`config.mk`:
```
export PLATFORM = sky130hd
export DESIGN_NAME = key_value_list_tokenizer
export DESIGN_NICKNAME = d
export VERILOG_FILES = /design/src/rtl/core/kvlt_pkg.sv /design/src/rtl/core/kvlt_step.sv /design/src/rtl/core/key_value_list_tokenizer.sv
export SDC_FILE = /design/constraint.sdc
export NUM_CORES = 1
export LEC_CHECK = 0
export BUFFER_PORTS_ARGS = -buffer_cell sky130_fd_sc_hd__buf_2
export CAP_MARGIN = 0
export CORE_MARGIN = 4
export CORE_UTILIZATION = 35
export CTS_CLUSTER_DIAMETER = 150
export DETAILED_ROUTE_END_ITERATION = 16
export GPL_ROUTABILITY_DRIVEN = 0
export SETUP_SLACK_MARGIN = 0.4
export SLEW_MARGIN = 20
export SYNTH_ARGS = -nofsm -noshare
export SYNTH_HDL_FRONTEND = slang
export SYNTH_SLANG_ARGS = --single-unit
```
`constraint.sdc`:
```
create_clock -name clock -period 3.25 [get_ports clock]
set_clock_uncertainty 0.2 [all_clocks]
set_input_delay 0.325 -clock clock [delete_from_list [all_inputs] [get_ports clock]]
set_output_delay 0.325 -clock clock [all_outputs]
set_load 0.01 [all_outputs]
```
`src/rtl/core/kvlt_pkg.sv`:
```
// Shared types and constants for the key/value list tokenizer
`default_nettype none

package kvlt_pkg;

   // parser phase, one-hot
   typedef enum logic [6:0] {
      PH_START    = 7'b000_0001,
      PH_KEY      = 7'b000_0010,
      PH_KEY_WS   = 7'b000_0100,
      PH_PRE_VAL  = 7'b000_1000,
      PH_BARE     = 7'b001_0000,
      PH_QUOTED   = 7'b010_0000,
      PH_POST_VAL = 7'b100_0000
   } phase_type;

   // byte role codes
   localparam logic [1:0] ROLE_DELIM = 2'd0;
   localparam logic [1:0] ROLE_KEY   = 2'd1;
   localparam logic [1:0] ROLE_VALUE = 2'd2;

   // error codes
   localparam logic [2:0] ERR_NONE      = 3'd0;
   localparam logic [2:0] ERR_KEY_START = 3'd1;
   localparam logic [2:0] ERR_NO_EQUALS = 3'd2;
   localparam logic [2:0] ERR_QUOTE     = 3'd3;
   localparam logic [2:0] ERR_TRAILING  = 3'd4;

   // special characters
   localparam logic [7:0] CH_END    = 8'h00;
   localparam logic [7:0] CH_DASH   = 8'h2D;
   localparam logic [7:0] CH_UNDER  = 8'h5F;
   localparam logic [7:0] CH_EQUALS = 8'h3D;
   localparam logic [7:0] CH_COMMA  = 8'h2C;
   localparam logic [7:0] CH_DQUOTE = 8'h22;
   localparam logic [7:0] CH_SQUOTE = 8'h27;

   // parser state carried from byte to byte
   typedef struct packed {
      phase_type phase;
      logic      quote_dbl;
      logic      after_comma;
   } state_type;

   localparam state_type STATE_RESET = '{phase: PH_START, quote_dbl: 1'b0, after_comma: 1'b0};

   // one result
   typedef struct packed {
      logic [1:0] byte_role;
      logic [7:0] data_byte;
      logic       pair_end;
      logic       finished;
      logic [2:0] error_code;
   } result_type;

endpackage

`default_nettype wire

```
`src/rtl/core/kvlt_step.sv`:
```
// Per-byte parser transition: next state and result for one request
`default_nettype none

module kvlt_step (
   input  kvlt_pkg::state_type  cur_state,
   input  logic [7:0]           char_code,
   output kvlt_pkg::state_type  next_state,
   output kvlt_pkg::result_type result
);

   function automatic logic is_ws(input logic [7:0] c);
      is_ws = (c == 8'h20) || ((c >= 8'h09) && (c <= 8'h0D));
   endfunction

   function automatic logic is_alnum(input logic [7:0] c);
      is_alnum = ((c >= 8'h30) && (c <= 8'h39)) ||
                 ((c >= 8'h61) && (c <= 8'h7A)) ||
                 ((c >= 8'h41) && (c <= 8'h5A));
   endfunction

   logic                ws;
   logic                alnum;
   logic                close_hit;
   logic [1:0]          role;
   logic                pend;
   logic                fin;
   logic [2:0]          err;
   kvlt_pkg::state_type nxt;

   assign ws        = is_ws(char_code);
   assign alnum     = is_alnum(char_code);
   assign close_hit = cur_state.quote_dbl ? (char_code == kvlt_pkg::CH_DQUOTE)
                                          : (char_code == kvlt_pkg::CH_SQUOTE);

   // phase transition and tagging
   always_comb begin
      role = kvlt_pkg::ROLE_DELIM;
      pend = 1'b0;
      fin  = 1'b0;
      err  = kvlt_pkg::ERR_NONE;
      nxt  = cur_state;
      case (cur_state.phase)
         kvlt_pkg::PH_START: begin
            if (ws) begin
            end else if (char_code == kvlt_pkg::CH_END && !cur_state.after_comma) begin
               fin = 1'b1;
            end else if (alnum) begin
               role      = kvlt_pkg::ROLE_KEY;
               nxt.phase = kvlt_pkg::PH_KEY;
            end else begin
               err = kvlt_pkg::ERR_KEY_START;
            end
         end
         kvlt_pkg::PH_KEY: begin
            if (alnum || char_code == kvlt_pkg::CH_DASH || char_code == kvlt_pkg::CH_UNDER) begin
               role = kvlt_pkg::ROLE_KEY;
            end else if (ws) begin
               nxt.phase = kvlt_pkg::PH_KEY_WS;
            end else if (char_code == kvlt_pkg::CH_EQUALS) begin
               nxt.phase = kvlt_pkg::PH_PRE_VAL;
            end else begin
               err = kvlt_pkg::ERR_NO_EQUALS;
            end
         end
         kvlt_pkg::PH_KEY_WS: begin
            if (ws) begin
            end else if (char_code == kvlt_pkg::CH_EQUALS) begin
               nxt.phase = kvlt_pkg::PH_PRE_VAL;
            end else begin
               err = kvlt_pkg::ERR_NO_EQUALS;
            end
         end
         kvlt_pkg::PH_PRE_VAL: begin
            if (ws) begin
            end else if (char_code == kvlt_pkg::CH_DQUOTE || char_code == kvlt_pkg::CH_SQUOTE) begin
               nxt.quote_dbl = (char_code == kvlt_pkg::CH_DQUOTE);
               nxt.phase     = kvlt_pkg::PH_QUOTED;
            end else if (char_code == kvlt_pkg::CH_COMMA) begin
               pend            = 1'b1;
               nxt.after_comma = 1'b1;
               nxt.phase       = kvlt_pkg::PH_START;
            end else if (char_code == kvlt_pkg::CH_END) begin
               pend = 1'b1;
               fin  = 1'b1;
            end else begin
               role      = kvlt_pkg::ROLE_VALUE;
               nxt.phase = kvlt_pkg::PH_BARE;
            end
         end
         kvlt_pkg::PH_BARE: begin
            if (char_code == kvlt_pkg::CH_COMMA) begin
               pend            = 1'b1;
               nxt.after_comma = 1'b1;
               nxt.phase       = kvlt_pkg::PH_START;
            end else if (char_code == kvlt_pkg::CH_END) begin
               pend = 1'b1;
               fin  = 1'b1;
            end else if (ws) begin
               pend      = 1'b1;
               nxt.phase = kvlt_pkg::PH_POST_VAL;
            end else begin
               role = kvlt_pkg::ROLE_VALUE;
            end
         end
         kvlt_pkg::PH_QUOTED: begin
            if (close_hit) begin
               pend      = 1'b1;
               nxt.phase = kvlt_pkg::PH_POST_VAL;
            end else if (char_code == kvlt_pkg::CH_END) begin
               err = kvlt_pkg::ERR_QUOTE;
            end else begin
               role = kvlt_pkg::ROLE_VALUE;
            end
         end
         kvlt_pkg::PH_POST_VAL: begin
            if (ws) begin
            end else if (char_code == kvlt_pkg::CH_COMMA) begin
               nxt.after_comma = 1'b1;
               nxt.phase       = kvlt_pkg::PH_START;
            end else if (char_code == kvlt_pkg::CH_END) begin
               fin = 1'b1;
            end else begin
               err = kvlt_pkg::ERR_TRAILING;
            end
         end
         default: begin
            err = kvlt_pkg::ERR_KEY_START;
         end
      endcase
   end

   // a finished or failed string starts over
   always_comb begin
      if (fin || err != kvlt_pkg::ERR_NONE) begin
         next_state = kvlt_pkg::STATE_RESET;
      end else begin
         next_state = nxt;
      end
   end

   assign result = '{byte_role: role, data_byte: char_code, pair_end: pend,
                     finished: fin, error_code: err};

endmodule

`default_nettype wire

```
`src/rtl/core/key_value_list_tokenizer.sv`:
```
// Top level of the key/value list tokenizer: input register, parser state, result register
//
// Tokenizes a key=value list one byte per request, byte 0 ending the string, and returns
// exactly one result per byte: its role (key, value or delimiter), the byte itself, a
// pair-complete flag, a string-finished flag and an error code. A request is taken every
// clock while the result side is not stalled; the byte lands in the input register at
// the accepting edge, and the result register loads from it once the result side is not
// stalled. The phase update between those two registers is combinational: each byte's
// transition depends only on the state left by the byte before it. A stalled result
// holds the input register, which then stalls the request side. After a finish or an
// error the next byte begins a new string.
`default_nettype none

module key_value_list_tokenizer (
   input  logic       clock,
   input  logic       reset,
   input  logic       req_valid,
   output logic       req_stall,
   input  logic [7:0] req_char_code,
   output logic       rsp_valid,
   input  logic       rsp_stall,
   output logic [1:0] rsp_byte_role,
   output logic [7:0] rsp_data_byte,
   output logic       rsp_pair_end,
   output logic       rsp_finished,
   output logic [2:0] rsp_error_code
);

   logic                 in_valid_ff, in_valid_in;
   logic [7:0]           in_char_ff;
   logic                 rsp_valid_ff, rsp_valid_in;
   kvlt_pkg::result_type rsp_ff;
   kvlt_pkg::state_type  state_ff, state_in;
   kvlt_pkg::result_type step_result;
   logic                 in_load;
   logic                 out_load;

   // handshake between the two register stages
   assign out_load  = in_valid_ff && (!rsp_valid_ff || !rsp_stall);
   assign req_stall = in_valid_ff && !out_load;
   assign in_load   = req_valid && !req_stall;

   always_comb begin
      if (in_load) begin
         in_valid_in = 1'b1;
      end else if (out_load) begin
         in_valid_in = 1'b0;
      end else begin
         in_valid_in = in_valid_ff;
      end
   end

   always_comb begin
      if (out_load) begin
         rsp_valid_in = 1'b1;
      end else if (rsp_stall) begin
         rsp_valid_in = rsp_valid_ff;
      end else begin
         rsp_valid_in = 1'b0;
      end
   end

   // parser transition
   kvlt_step u_step (
      .cur_state  (state_ff),
      .char_code  (in_char_ff),
      .next_state (state_in),
      .result     (step_result)
   );

   // control registers
   always_ff @(posedge clock) begin
      if (reset) begin
         in_valid_ff  <= 1'b0;
         rsp_valid_ff <= 1'b0;
         state_ff     <= kvlt_pkg::STATE_RESET;
      end else begin
         in_valid_ff  <= in_valid_in;
         rsp_valid_ff <= rsp_valid_in;
         if (out_load) begin
            state_ff <= state_in;
         end
      end
   end

   // payload registers
   always_ff @(posedge clock) begin
      if (in_load) begin
         in_char_ff <= req_char_code;
      end
      if (out_load) begin
         rsp_ff <= step_result;
      end
   end

   assign rsp_valid      = rsp_valid_ff;
   assign rsp_byte_role  = rsp_ff.byte_role;
   assign rsp_data_byte  = rsp_ff.data_byte;
   assign rsp_pair_end   = rsp_ff.pair_end;
   assign rsp_finished   = rsp_ff.finished;
   assign rsp_error_code = rsp_ff.error_code;

endmodule

`default_nettype wire

```
**Word-level counts from Yosys, hierarchy flattened**

Index checks and enable logic that the tools add are counted.

- Register bits: 34
- Input port bits: 12
- Word-level logic and storage cells: 151

- $lt $le $gt $ge: 8
- Equality and inequality tests: 29
- Muxes and demuxes: 71
- Reduce and logical (&&, ||, !) cells: 32

Operators with widths:

| kind | number |
|---|---|
| $mux 7 | 16 |
| $pmux 7 s7 | 1 |
| $eq 8x6->1 const B | 6 |
| $mux 1 | 27 |
| $mux 2 | 12 |
| $mux 3 | 8 |
| $ne 3x3->1 const B | 7 |
| $mux 9 | 2 |
| $pmux 3 s6 | 1 |
| $ge 8x7->1 const B | 2 |
| $le 8x7->1 const B | 2 |
| $reduce_and 14->1 | 1 |
| $pmux 2 s5 | 1 |
| $ne 3x1->1 const B | 3 |
| $eq 8x7->1 const B | 1 |
| $ge 8x4->1 const B | 1 |
| $ge 8x6->1 const B | 1 |
| $le 8x4->1 const B | 1 |
| $le 8x6->1 const B | 1 |
| $logic_and 1x1->1 | 8 |
| $logic_not 8->1 | 1 |
| $logic_or 1x1->1 | 8 |
| $reduce_bool 8->1 | 1 |
| $eq 7x1->1 const B | 1 |
| 20 further kinds | 27 |

**Logic depth before layout (Yosys ltp)**

- Word-level depth: 12
- Depth in mapped cells: 9
- Depth with buffers taken out: 8

**Hierarchy**

Synthesis repeated with hierarchy kept, for this count alone.

- Cell total of the unflattened synthesis: 215
- Area, all modules: 2088.3 µm²

By module, submodules not included:

| module | instances | cells an instance | area an instance (µm²) | sequential area each (µm²) |
|---|---|---|---|---|
| key_value_list_tokenizer | 1 | 72 | 1168.6 | 910.9 |
| kvlt_step | 1 | 143 | 919.6 | 0.0 |

**Worst setup path after synthesis**

Ideal clock, no wire load.

- Kind: reg2reg
- From: register in_char_ff[4]
- To: register state_ff[2] (netlist name)
- Library setup time: 0.122 ns
- Arrival: 2.661 ns
- Path slack: 0.267 ns
- Stages on the path, launching flop included: 9
- Cell sequence: edfxtp_1 or3_4 or4_4 and2_4 buf_6 a31o_1 nor4_4 nand2_2 o32a_1

- Longest elaborated chain between the ends: 12

Ends and longest elaborated chain:

| item | RTL line | text |
|---|---|---|
| start: declaration | key_value_list_tokenizer.sv:30 | `logic [7:0] in_char_ff;` |
| start signal: assignment | key_value_list_tokenizer.sv:89 | `in_char_ff <= req_char_code;` |
| $ge 8x6->1, or another cell as far along | kvlt_step.sv:16 | `is_alnum = ((c >= 8'h30) && (c <= 8'h39)) \|\|` |
| $logic_and 1x1->1 (on tied branches) | kvlt_step.sv:16, kvlt_step.sv:17 |  |
| $logic_or 1x1->1 | kvlt_step.sv:16 |  |
| $logic_or 1x1->1 | kvlt_step.sv:17 | `((c >= 8'h61) && (c <= 8'h7A)) \|\|` |
| $mux 1 / $logic_or 1x1->1 (equally long branches) | kvlt_step.sv:47, kvlt_step.sv:55 |  |
| $mux 3 / $logic_or 1x1->1 (equally long branches) | kvlt_step.sv:45, kvlt_step.sv:55 |  |
| $mux 3 (on tied branches) | kvlt_step.sv:44, kvlt_step.sv:55 |  |
| $pmux 3 s6 | kvlt_step.sv:42 | `case (cur_state.phase)` |
| $reduce_bool 3->1 | kvlt_step.sv:134 | `if (fin \|\| err != kvlt_pkg::ERR_NONE) begin` |
| $logic_or 1x1->1 | kvlt_step.sv:134 |  |
| $ne 5x5->1 (no source line), or another cell as far along | - |  |
| $reduce_and 14->1 (no source line) | - |  |
| end signal: assignment | key_value_list_tokenizer.sv:76 | `state_ff <= kvlt_pkg::STATE_RESET;` |
| end signal: assignment | key_value_list_tokenizer.sv:81 | `state_ff <= state_in;` |
| end: declaration | key_value_list_tokenizer.sv:33 | `kvlt_pkg::state_type state_ff, state_in;` |

Several ways; a longest one is shown, not always the timed one. The select of a mux whose other input is x is not followed.
A chain may end at the register's enable or synchronous reset.

**Worst setup path in the final report**

Ends and elaborated chain as after synthesis.

==> flow_summary.ini <==
[route]
viasPerCell = 5.516
vias = 1848
wl_per_cell_um = 15.89
drtPass1Iterations = 4
initialDrtViolationCount = 187
antenna_left = 0
totalWireLength_um = 5323
remaining_drc_errors = 0

[power]
power_density_mw_per_mm2 = 388.0
irDropWorstVdd_mv = 0.2244
p_leak_nw = 1.039

[die]
rows = 26
die_y_um = 82.46
io_pins = 29
die_w_um = 82.46
coreArea_mm2 = 0.005238
start_util_pct = 37.05
die_area_mm2 = 0.006800

[clock_tree]
cts_max_level = 2
cts_root_buf = clkbuf_8
numCtsBuffers = 5
clkTransAtPathRegs_ns = 0.08
cts_tree = built
clockBufferDepth = 2
clk_latency_ns = 0.29
cts.sinks = 34

[synth]
syn_area_mm2 = 0.001941
avgSynthCellArea_um2 = 9.607
synth_top_area_share_pct = 35.59
synthesis.nets = 214
synth-seq-cells = 34
yosysSeqAreaShare_pct = 46.94
synthTopCellsByCount = 23 x edfxtp_1, 15 x nand2_1, 14 x nor2_1
synth_cells = 202
yosys_warnings = 0
yosys-top-cells-area = edfxtp_1 36%, dfxtp_1 11%, nand2_1 2.9%
ys_async_sr_fraction_pct = 0
ys_types = 54
synth-edff-count = 23
synthFlopType = edfxtp_1
synth_top_area_cell = edfxtp_1
synth.most_common_cell = edfxtp_1

[sta]
fin_hold_ws_ns = 0.009211
maxSlewViolCount = 0
worst_pin_slew_ns = 0.6253
period_needed_ns = 2.770
final_hold_viol_count = 0
max_freq_mhz = 361.0
setup_viol = 0
rsz0062_at_grt = no
finalSetupTns_ns = 0
setup_ws_ns = 0.4802
fin_crit_sh_pct = 85.22
slew_headroom_pct = 58.23

[final_layout]
post-route-cell-area_mm2 = 0.002634
layout.nets = 276
antenna_cells = 0
stdcell_count = 335
area_growth_pct = 35.72
drive_above_1_share_pct = 35.09

[worst_setup_path]
path_cells = or3_4, or4_4, and2_4, a31o_4, nor4_4, buf_6, o211ai_1, o32a_1
worst-setup-path-type = reg2reg
start_kind = flop
crit_path_max_incr_delay_ns = 0.42
cp.buffers_inverters = 1
end_kind = flop
crit_family = simple AND/OR/NAND/NOR gates
required_ns = 3.23
cp_data_arrival_time_ns = 2.75
critPathSlowestCell = edfxtp_1
crit_path_max_fanout = 6

[placed_design]
io_buffer_count = 28
dpl_cell_area_mm2 = 0.002231
hpwlAfterDp_um = 3430
dp.cells = 304
pre_cts_ws_ns = 0.2923

[grt]
grt_pass1_vias = 1649
grt_pass1_wl_um = 8079
grt_max_degree = 18
antenna_found_initial = 0
track_usage_pct = 15.70
overflow = 0

[run]
drv_cap = 0

[min_path]
hold_path.class = in2reg

[status]
run_status = finished clean
==> stage by stage <==
step / power, W / util (%)
CTS: 0.001003 / 46.63
global placement: 0.0005990 / 42.59
finish: 0.001022 / 50.29
detailed placement: 0.0005992 / 42.59
global route: 0.001072 / 50.29
floorplan: 0.0005619 / -
==> cell usage in the layout, fill, tap and decap left out, drive strengths merged, types with 7 or more instances in the layout <==
cell type,Yosys,final
a21oi,10,10
nor2,14,14
buf,1,57
nor3,9,9
inv,7,7
nand3,7,7
edfxtp,23,23
nand2,16,16
dfxtp,11,11
o21ai,11,11
==> timing repair <==
| action | CTS | global route |
|---|---|---|
| hold endpoints to repair | 6 | 0 |
| resized for setup | 0 | 23 |
| endpoints found under the setup margin | 8 | 9 |
| pin swaps | 1 | 6 |
| hold buffers | 6 | 0 |
| buffers inserted | 5 | 12 |
==> sequential cells by signal, summed over array words and instances, names as in the netlist <==
signal / count
rsp_pair_end: 1
in_valid_ff: 1
rsp_finished: 1
in_char_ff: 8
rsp_error_code: 3
rsp_byte_role: 2
rsp_valid: 1
rsp_data_byte: 8
state_ff: 9
==> metal layers <==
metal	vias up	global-route usage (%)	share of wire, %
met5	-	0	0
met1	862	21.08	44
met3	11	4.230	6.0
li1	907	-	-
met4	0	5.814	2.0
met2	68	24.04	47
==> cell type report <==
class	count	area (um^2)
clock inverter	3	45.04
fill	478	2604
tap	70	87.58
multi-input combinational	152	1060
inverter	7	26.28
sequential	34	912.1
clock buffer	5	68.82
timing repair buffer	64	434.2
==> worst register-to-register path: stages (launching register included) <==
cell and delay (ns):
edfxtp_1 0.42, or3_4 0.42, or4_4 0.42, and2_4 0.19, a31o_4 0.24, nor4_4 0.26
buf_6 0.16, o211ai_1 0.14, o32a_1 0.20
==> kinds of logic (layout without fill, tap and decap cells) <==
kind of cell / Yosys count / in the layout / synth area share [%]
compound gates: 51 / 51 / 18.18
flops: 34 / 34 / 46.94
buf+inv: 16 / 79 / 3.482
xor+xnor: 3 / 3 / 1.354
simple gates: 98 / 98 / 30.05
==> where the power goes <==
part	switching [W]	internal [W]	total, W
logic	0.0000699	0.0000648	0.000135
clock network	0.000167	0.000228	0.000395
registers	0.0000123	0.000480	0.000493
==> path summary, 6_finish.rpt <==
kind | from | to | slack, ns | depth (start not counted)
worst max-delay path | in_char_ff[4] | state_ff[2] | 0.48 | 8
worst min-delay path | req_char_code[1] | in_char_ff[1] | 0.009 | 1
worst max register to register | in_char_ff[4] | state_ff[2] | 0.48 | 8
worst min register to register | in_valid_ff | rsp_valid | 0.30 | 2
(Power assumes the default switching activity.)
